--- config.mk ---
export PLATFORM = sky130hd
export DESIGN_NAME = triple_buffer_slot_manager_flat
export DESIGN_NICKNAME = d
export VERILOG_FILES = /design/src/rtl/core/tbsm_pkg.sv /design/src/rtl/core/tbsm_if.sv /design/src/rtl/core/tbsm_slot_mem.sv /design/src/rtl/core/triple_buffer_slot_manager.sv /design/src/flat_wrapper.sv
export SDC_FILE = /design/constraint.sdc
export NUM_CORES = 1
export LEC_CHECK = 0
export ABC_CLOCK_PERIOD_IN_PS = 9900
export BUFFER_PORTS_ARGS = -buffer_cell sky130_fd_sc_hd__buf_4
export CAP_MARGIN = 20
export CORE_ASPECT_RATIO = 1.2
export CORE_UTILIZATION = 40
export DETAILED_ROUTE_END_ITERATION = 7
export SYNTH_ARGS = -nofsm -noshare
export SYNTH_HDL_FRONTEND = slang
export SYNTH_SLANG_ARGS = --single-unit
--- constraint.sdc ---
create_clock -name clk_i -period 9.9 [get_ports clk_i]
set_input_delay 1.485 -clock clk_i [delete_from_list [all_inputs] [get_ports clk_i]]
set_output_delay 1.485 -clock clk_i [all_outputs]
set_load 0.02 [all_outputs]
--- src/rtl/core/tbsm_pkg.sv ---
// ----------------------------------------------------------------------------
// tbsm_pkg
// Shared types and constants for the triple buffer slot manager.
// ----------------------------------------------------------------------------
package tbsm_pkg;

  // Slot index width is fixed by the out_slot field
  localparam int unsigned SLOT_W        = 2;
  localparam int unsigned NUM_SLOTS_DEF = 3;

  localparam logic [SLOT_W-1:0] NO_SLOT   = 2'd3;
  localparam logic signed [7:0] NO_SOURCE = -8'sd1;
  localparam logic [31:0]       SEQ_RESET = 32'hFFFF_FFFF;

  typedef enum logic [1:0] {
    OP_WRITE   = 2'd0,
    OP_QUERY   = 2'd1,
    OP_ACQUIRE = 2'd2,
    OP_RELEASE = 2'd3
  } op_e;

  typedef enum logic [2:0] {
    ST_OK      = 3'd0,
    ST_BUSY    = 3'd1,
    ST_EMPTY   = 3'd2,
    ST_INVALID = 3'd3,
    ST_STALE   = 3'd4
  } status_e;

  typedef enum logic {
    S_IDLE,
    S_EXEC
  } state_e;

  typedef struct packed {
    logic [1:0]         operation;
    logic [63:0]        in_timestamp;
    logic [31:0]        in_sequence;
    logic               in_valid;
    logic [31:0]        in_payload_handle;
    logic signed [7:0]  in_source_id;
  } in_item_t;

  typedef struct packed {
    status_e            status;
    logic [1:0]         out_slot;
    logic [63:0]        out_timestamp;
    logic [31:0]        out_sequence;
    logic [31:0]        out_payload_handle;
    logic signed [7:0]  out_source_id;
  } out_item_t;

  // One slot entry in the metadata memory
  typedef struct packed {
    logic [63:0]        timestamp;
    logic [31:0]        sequence_num;
    logic               valid;
    logic [31:0]        payload;
    logic signed [7:0]  source;
  } entry_t;

  // Memory port controls from the sequencer
  typedef struct packed {
    logic              wr_en;
    logic [SLOT_W-1:0] wr_addr;
    entry_t            wr_data;
    logic              rd_en;
    logic [SLOT_W-1:0] rd_addr;
  } mem_req_t;

endpackage

--- src/rtl/core/tbsm_if.sv ---
// ----------------------------------------------------------------------------
// tbsm_in_if / tbsm_out_if
// Valid/ready channels carrying operation requests and results.
// ----------------------------------------------------------------------------
interface tbsm_in_if;
  logic               valid;
  logic               ready;
  tbsm_pkg::in_item_t data;

  modport source (output valid, output data, input ready);
  modport sink   (input valid, input data, output ready);
endinterface

interface tbsm_out_if;
  logic                valid;
  logic                ready;
  tbsm_pkg::out_item_t data;

  modport source (output valid, output data, input ready);
  modport sink   (input valid, input data, output ready);
endinterface

--- src/rtl/core/tbsm_slot_mem.sv ---
// ----------------------------------------------------------------------------
// tbsm_slot_mem
// Slot metadata memory: one write port, one read port with registered data.
// ----------------------------------------------------------------------------
module tbsm_slot_mem #(
  parameter int unsigned NUM_SLOTS = tbsm_pkg::NUM_SLOTS_DEF
) (
  input  logic               clk_i,
  input  tbsm_pkg::mem_req_t req_i,
  output tbsm_pkg::entry_t   rd_data_o
);
  import tbsm_pkg::*;

  entry_t mem_q [NUM_SLOTS];
  entry_t rd_data_q;

  // Write port
  always_ff @(posedge clk_i) begin
    if (req_i.wr_en) begin
      mem_q[req_i.wr_addr] <= req_i.wr_data;
    end
  end

  // Read port, registered data, data holds between reads
  always_ff @(posedge clk_i) begin
    if (req_i.rd_en) begin
      rd_data_q <= mem_q[req_i.rd_addr];
    end
  end

  assign rd_data_o = rd_data_q;

endmodule

--- src/rtl/core/triple_buffer_slot_manager.sv ---
// ----------------------------------------------------------------------------
// triple_buffer_slot_manager
// Three-slot frame buffer manager: write, query, acquire and release.
// ----------------------------------------------------------------------------
// Usage:
//   in_i carries one operation per transaction (write, query, acquire,
//   release) with the frame metadata used by write. out_o returns exactly
//   one result transaction per request, in request order.
//   For each request, the accept cycle issues the slot memory read (for a
//   write, the memory write and pointer update instead); S_EXEC then
//   evaluates the result from the registered read data and loads the
//   output register. A new request is not taken until the previous one
//   has loaded its result into the output register.
//   The output register decouples the channels: a request can be accepted
//   while a finished result waits; if that result is still not taken when
//   the next one is ready, the sequencer holds and in_i.ready stays low.
//   Reset: write slot 0, nothing published, no claim, last claimed sequence
//   all ones. Slot contents are undefined until written; only written slots
//   are ever published, so no clearing pass is needed.
// ----------------------------------------------------------------------------
module triple_buffer_slot_manager #(
  parameter int unsigned NUM_SLOTS = tbsm_pkg::NUM_SLOTS_DEF
) (
  input  logic       clk_i,
  input  logic       rst_ni,
  tbsm_in_if.sink    in_i,
  tbsm_out_if.source out_o
);
  import tbsm_pkg::*;

  localparam logic [SLOT_W-1:0] LAST_SLOT = SLOT_W'(NUM_SLOTS - 1);

  state_e            state_q, state_d;
  logic [1:0]        op_q, op_d;
  logic [SLOT_W-1:0] slot_q, slot_d;
  logic [SLOT_W-1:0] write_slot_q, write_slot_d;
  logic [SLOT_W-1:0] ready_slot_q, ready_slot_d;
  logic [SLOT_W-1:0] held_slot_q, held_slot_d;
  logic [31:0]       last_seq_q, last_seq_d;
  logic              out_valid_q, out_valid_d;
  out_item_t         out_data_q, out_data_d;

  mem_req_t          mem_req;
  entry_t            rd_entry;

  logic              accept;
  logic              out_free;
  logic [SLOT_W-1:0] wr_slot;
  logic [SLOT_W-1:0] next_write;
  logic              found;
  logic [31:0]       seq_diff;
  logic              ready_ok;

  tbsm_slot_mem #(
    .NUM_SLOTS (NUM_SLOTS)
  ) u_slot_mem (
    .clk_i     (clk_i),
    .req_i     (mem_req),
    .rd_data_o (rd_entry)
  );

  assign in_i.ready = (state_q == S_IDLE);
  assign accept     = in_i.valid && in_i.ready;
  assign out_free   = !out_valid_q || out_o.ready;
  assign ready_ok   = (ready_slot_q <= LAST_SLOT);

  // Current write slot, falling back to slot 0 if out of range
  assign wr_slot = (write_slot_q <= LAST_SLOT) ? write_slot_q : '0;

  // Lowest slot that is neither just written nor held
  always_comb begin
    next_write = write_slot_q;
    found      = 1'b0;
    for (int unsigned i = 0; i < NUM_SLOTS; i++) begin
      if (!found && SLOT_W'(i) != wr_slot && SLOT_W'(i) != held_slot_q) begin
        next_write = SLOT_W'(i);
        found      = 1'b1;
      end
    end
  end

  // Memory port requests
  always_comb begin
    mem_req                      = '0;
    mem_req.wr_addr              = wr_slot;
    mem_req.wr_data.timestamp    = in_i.data.in_timestamp;
    mem_req.wr_data.sequence_num = in_i.data.in_sequence;
    mem_req.wr_data.valid        = in_i.data.in_valid;
    mem_req.wr_data.payload      = in_i.data.in_payload_handle;
    mem_req.wr_data.source       = in_i.data.in_source_id;
    mem_req.rd_addr              = ready_slot_q;
    mem_req.wr_en = accept && (op_e'(in_i.data.operation) == OP_WRITE);
    mem_req.rd_en = accept && (op_e'(in_i.data.operation) != OP_WRITE) && ready_ok;
  end

  assign seq_diff = rd_entry.sequence_num - last_seq_q;

  // Sequencer: next state, pointer updates and result formation
  always_comb begin
    state_d      = state_q;
    op_d         = op_q;
    slot_d       = slot_q;
    write_slot_d = write_slot_q;
    ready_slot_d = ready_slot_q;
    held_slot_d  = held_slot_q;
    last_seq_d   = last_seq_q;
    out_valid_d  = out_valid_q && !out_o.ready;
    out_data_d   = out_data_q;

    case (state_q)
      S_IDLE: begin
        if (accept) begin
          op_d    = in_i.data.operation;
          slot_d  = wr_slot;
          state_d = S_EXEC;
          if (op_e'(in_i.data.operation) == OP_WRITE) begin
            ready_slot_d = wr_slot;
            write_slot_d = next_write;
          end
        end
      end
      S_EXEC: begin
        if (out_free) begin
          out_valid_d                   = 1'b1;
          state_d                       = S_IDLE;
          out_data_d.status             = ST_OK;
          out_data_d.out_slot           = NO_SLOT;
          out_data_d.out_timestamp      = '0;
          out_data_d.out_sequence       = '0;
          out_data_d.out_payload_handle = '0;
          out_data_d.out_source_id      = NO_SOURCE;
          case (op_e'(op_q))
            OP_WRITE: begin
              out_data_d.out_slot = slot_q;
            end
            OP_QUERY: begin
              if (!ready_ok) begin
                out_data_d.status = ST_EMPTY;
              end else begin
                out_data_d.status        = rd_entry.valid ? ST_OK : ST_INVALID;
                out_data_d.out_slot      = ready_slot_q;
                out_data_d.out_timestamp = rd_entry.timestamp;
                out_data_d.out_sequence  = rd_entry.sequence_num;
              end
            end
            OP_ACQUIRE: begin
              if (held_slot_q != NO_SLOT) begin
                out_data_d.status = ST_BUSY;
              end else if (!ready_ok) begin
                out_data_d.status = ST_EMPTY;
              end else if (!rd_entry.valid || rd_entry.payload == '0) begin
                out_data_d.status = ST_INVALID;
              end else if (seq_diff == '0 || seq_diff[31]) begin
                out_data_d.status = ST_STALE;
              end else begin
                held_slot_d                   = ready_slot_q;
                last_seq_d                    = rd_entry.sequence_num;
                out_data_d.out_slot           = ready_slot_q;
                out_data_d.out_timestamp      = rd_entry.timestamp;
                out_data_d.out_sequence       = rd_entry.sequence_num;
                out_data_d.out_payload_handle = rd_entry.payload;
                out_data_d.out_source_id      = rd_entry.source;
              end
            end
            OP_RELEASE: begin
              held_slot_d = NO_SLOT;
            end
            default: begin
              held_slot_d = held_slot_q;
            end
          endcase
        end
      end
      default: begin
        state_d = S_IDLE;
      end
    endcase
  end

  // Control registers
  always_ff @(posedge clk_i or negedge rst_ni) begin
    if (!rst_ni) begin
      state_q      <= S_IDLE;
      write_slot_q <= '0;
      ready_slot_q <= NO_SLOT;
      held_slot_q  <= NO_SLOT;
      last_seq_q   <= SEQ_RESET;
      out_valid_q  <= 1'b0;
    end else begin
      state_q      <= state_d;
      write_slot_q <= write_slot_d;
      ready_slot_q <= ready_slot_d;
      held_slot_q  <= held_slot_d;
      last_seq_q   <= last_seq_d;
      out_valid_q  <= out_valid_d;
    end
  end

  // Payload registers
  always_ff @(posedge clk_i) begin
    op_q       <= op_d;
    slot_q     <= slot_d;
    out_data_q <= out_data_d;
  end

  assign out_o.valid = out_valid_q;
  assign out_o.data  = out_data_q;

  // A held slot is never the slot being written
  a_held_not_write: assert property (@(posedge clk_i) disable iff (!rst_ni)
    (held_slot_q != NO_SLOT) |-> (held_slot_q != write_slot_q))
    else $error("held slot equals write slot");

  // A published slot is never the slot being written
  a_ready_not_write: assert property (@(posedge clk_i) disable iff (!rst_ni)
    (ready_slot_q != NO_SLOT) |-> (ready_slot_q != write_slot_q))
    else $error("ready slot equals write slot");

  // A granted claim always names the published slot
  a_grant_slot: assert property (@(posedge clk_i) disable iff (!rst_ni)
    (state_q == S_EXEC && out_free && op_e'(op_q) == OP_ACQUIRE
     && held_slot_q == NO_SLOT && held_slot_d != NO_SLOT)
    |=> (held_slot_q == ready_slot_q && out_o.data.out_slot == ready_slot_q))
    else $error("claim does not match published slot");

endmodule
--- src/flat_wrapper.sv ---
// flat-port wrapper written by rule: the top's interface ports become plain ports
module triple_buffer_slot_manager_flat import tbsm_pkg::*;
#(
  parameter int unsigned NUM_SLOTS = tbsm_pkg::NUM_SLOTS_DEF
)
  (clk_i, rst_ni, in_i_valid, in_i_data, in_i_ready, out_o_valid, out_o_data, out_o_ready);
  tbsm_in_if in_i_i ();
  tbsm_out_if out_o_i ();
  input  logic clk_i;
  input  logic rst_ni;
  input wire logic [$bits(in_i_i.valid)-1:0] in_i_valid;
  input wire logic [$bits(in_i_i.data)-1:0] in_i_data;
  output wire logic [$bits(in_i_i.ready)-1:0] in_i_ready;
  output wire logic [$bits(out_o_i.valid)-1:0] out_o_valid;
  output wire logic [$bits(out_o_i.data)-1:0] out_o_data;
  input wire logic [$bits(out_o_i.ready)-1:0] out_o_ready;
  assign in_i_i.valid = in_i_valid;
  assign in_i_i.data = in_i_data;
  assign in_i_ready = in_i_i.ready;
  assign out_o_valid = out_o_i.valid;
  assign out_o_data = out_o_i.data;
  assign out_o_i.ready = out_o_ready;
  triple_buffer_slot_manager #(.NUM_SLOTS(NUM_SLOTS)) u_core (.clk_i(clk_i), .rst_ni(rst_ni), .in_i(in_i_i), .out_o(out_o_i));
endmodule
==> impl_metrics.json <==
{
  "placed_area_um2": 32400,
  "clockBufferDepth": 3,
  "nets": 2418,
  "synth_seq_area_share": 0.744,
  "sequentialPowerShare": 0.437,
  "grt.total_usage": 0.185,
  "async_flop_share": 0.0546,
  "clk_pin_slew_ns": 0.07,
  "peakVddDrop_uv": 171,
  "maxCapViolations": 0,
  "endpoint_kind": "flop",
  "arrival_ns": 6.04,
  "yosysTopAreaCell": "edfxtp_1",
  "grt_pass1_vias": 17200,
  "drtIter0Drc": 1074,
  "start_util": 0.405,
  "cp-start-kind": "flop",
  "r2r_start": "u_core.last_seq_q[15]",
  "antenna_cells": 0,
  "holdCritStartpoint": "u_core.u_slot_mem.rd_data_o[4]",
  "syn_inst": 1963,
  "clock_latency_ns": 0.63,
  "cellPowerDensity_nw_per_um2": 288,
  "hold_class": "reg2reg",
  "syn_area_um2": 29400,
  "relSlewSlack": 0.313,
  "final_max_slew_viol_count": 0,
  "rr_endpoint": "u_core.out_o.data[44]",
  "skew_ns": 0.0337,
  "period_share": 0.576,
  "tns_ns": 0,
  "die_w_um": 249,
  "ctsHoldBuffers": 0,
  "internal_power_w": 0.00666,
  "drive_gt1_frac": 0.215,
  "routed_wirelength_mm": 69.5,
  "synth_nets": 2144,
  "crit_required_ns": 10.24,
  "switching_power_w": 0.00336,
  "whs_endpoint": "u_core.out_o.data[4]",
  "r2r_slack_ns": 4.20,
  "fp.dieH_um": 299,
  "synth_top_flop_cell": "edfxtp_1",
  "critPathKind": "reg2reg",
  "cts_tree": "yes",
  "final_cell_mix": "edfxtp_1 (693), buf_4 (302), nand2_1 (188), o21ai_0 (170), mux2i_1 (146)",
  "viasPerCell": 5.18,
  "cts_setup_buffers": 0,
  "whs_ns": 0.507,
  "gr-total-overflow": 0,
  "fin_util": 0.479,
  "worstMarginPinSlew_ns": 1.03,
  "io_pins": 286,
  "grt_max_degree": 100,
  "htree_levels": 3,
  "dp.cells": 3095,
  "ys_warn_count": 0,
  "cts_buffers": 74,
  "row_count": 108,
  "ff2ff_path_depth": 13,
  "die_area_um2": 74600,
  "crit_fanout": 62,
  "synth_top_area_share": 0.708,
  "numPortBuffers": 285,
  "setup_viol": 0,
  "fmax_ghz": 0.175,
  "min_path_cells": 1,
  "grt_pass1_wl_mm": 106,
  "cts_root_buf": "clkbuf_16",
  "status": "complete, no violations",
  "synth_edf_count": 693,
  "cts_resized": 0,
  "final_antenna_net_count": 0,
  "area.growth.synth_to_final_pct": 18.3,
  "power_frac_comb": 0.292,
  "cts_sinks": 733,
  "final_cell_area_um2": 34800,
  "stdcell_count": 3231,
  "dp_hpwl_mm": 43.2,
  "swShare": 0.335,
  "ys_ff_latch": 733,
  "wire_per_inst_um": 21.5,
  "drcViolationCount": 0,
  "gp_congestion": 0.893,
  "final_hold_viol_count": 0,
  "ys_types": 75,
  "clock_power_share": 0.272,
  "synth_area_leaders": "edfxtp_1 (71%), mux2i_1 (5.0%), dfstp_2 (3.2%)",
  "mostFrequentLayoutCell": "edfxtp_1",
  "coreArea_um2": 72600,
  "period_minus_slack_ns": 5.70,
  "drt-pass1-iter-count": 6,
  "dr_total_vias": 16700,
  "grt_antenna_before_repair": 3,
  "avgSynthCellArea_um2": 15.0,
  "rsz0062_at_grt": "no",
  "p_leak_nw": 12.2
}
power groups by stage:
stage | clock network [W] | logic [W] | registers (W)
CTS | 0.00279 | 0.00297 | 0.00438
finish | 0.00272 | 0.00292 | 0.00437
global route | 0.00291 | 0.00320 | 0.00442
detailed placement | 0 | 0.00295 | 0.00444
global placement | 0 | 0.00294 | 0.00443
floorplan | 0 | 0.00171 | 0.00464
worst max path at each step:
stage,startpoint,slack [ns],end
after floorplan,in_i_valid,1.61,u_core.u_slot_mem.rd_data_o[0]
after global placement,u_core.last_seq_q[15],4.32,u_core.out_o.data[44]
after detailed placement,u_core.last_seq_q[15],4.17,u_core.out_o.data[44]
after CTS,u_core.last_seq_q[15],4.17,u_core.out_o.data[44]
after global routing,u_core.last_seq_q[15],3.75,u_core.out_o.data[44]
final,u_core.last_seq_q[15],4.20,u_core.out_o.data[44]
metrics by stage:
step                power (W)  setup WS, ns
CTS                    0.0101          4.17
global placement      0.00737          4.32
global route           0.0105          3.75
finish                 0.0100          4.20
floorplan             0.00635          1.61
detailed placement    0.00739          4.17
per-layer routing:
metal | GRT usage | routed length (um) | up-vias
met5 | 0 | 21 | -
met4 | 0.0516 | 1460 | 4
met3 | 0.0350 | 3390 | 92
met2 | 0.330 | 36100 | 405
met1 | 0.229 | 28600 | 8355
li1 | - | - | 7874
cell families after synthesis:
kind of cell	synth area share
simple gates	0.0876
mux	0.0657
fa+ha+maj	0.0164
xor+xnor	0.00209
compound gates	0.0596
buf+inv	0.0249
flops	0.744
synthesized netlist by cell type, types with 29 or more instances:
library cell  number
nor2_1           130
and2_1            35
nand2_1          189
o21ai_0          170
nand3_1          106
clkbuf_1          72
mux2_4            29
inv_1             56
mux2i_1          146
dfstp_2           36
edfxtp_1         693
ha_1              37
a21oi_1           38
sequential cells by signal (all words and copies together), names as in the netlist:
name / flops
u_core.state_q: 1
u_core.write_slot_q: 2
u_core.u_slot_mem.rd_data_o: 137
u_core.ready_slot_q: 2
u_core.slot_q: 2
u_core.u_slot_mem.mem_q: 411
u_core.out_o.valid: 1
u_core.op_q: 2
u_core.last_seq_q: 32
u_core.out_o.data: 141
u_core.held_slot_q: 2
critical path, cell delays in order (launching register included):
cell       delay, ns
dfstp_2         0.53
inv_1           0.04
ha_1            0.52
nand2_1         0.29
o21ai_0         0.39
a21oi_1         0.24
a2111oi_0       0.37
and4b_1         0.25
nand4_1         0.07
or4_4           0.52
nor4_4          0.45
o31a_2          0.73
buf_4           0.73
nor2_1          0.14
cell type report:
| type | instances | area, um2 |
|---|---|---|
| multi-input cells | 1068 | 6850 |
| well taps | 935 | 1170 |
| inverters | 56 | 215 |
| fillers | 6201 | 37800 |
| repair buffers | 304 | 2310 |
| clock inverters | 42 | 422 |
| flip-flops and latches | 733 | 21900 |
| clock buffers | 93 | 1940 |
Power figures use the tool's default switching activity.
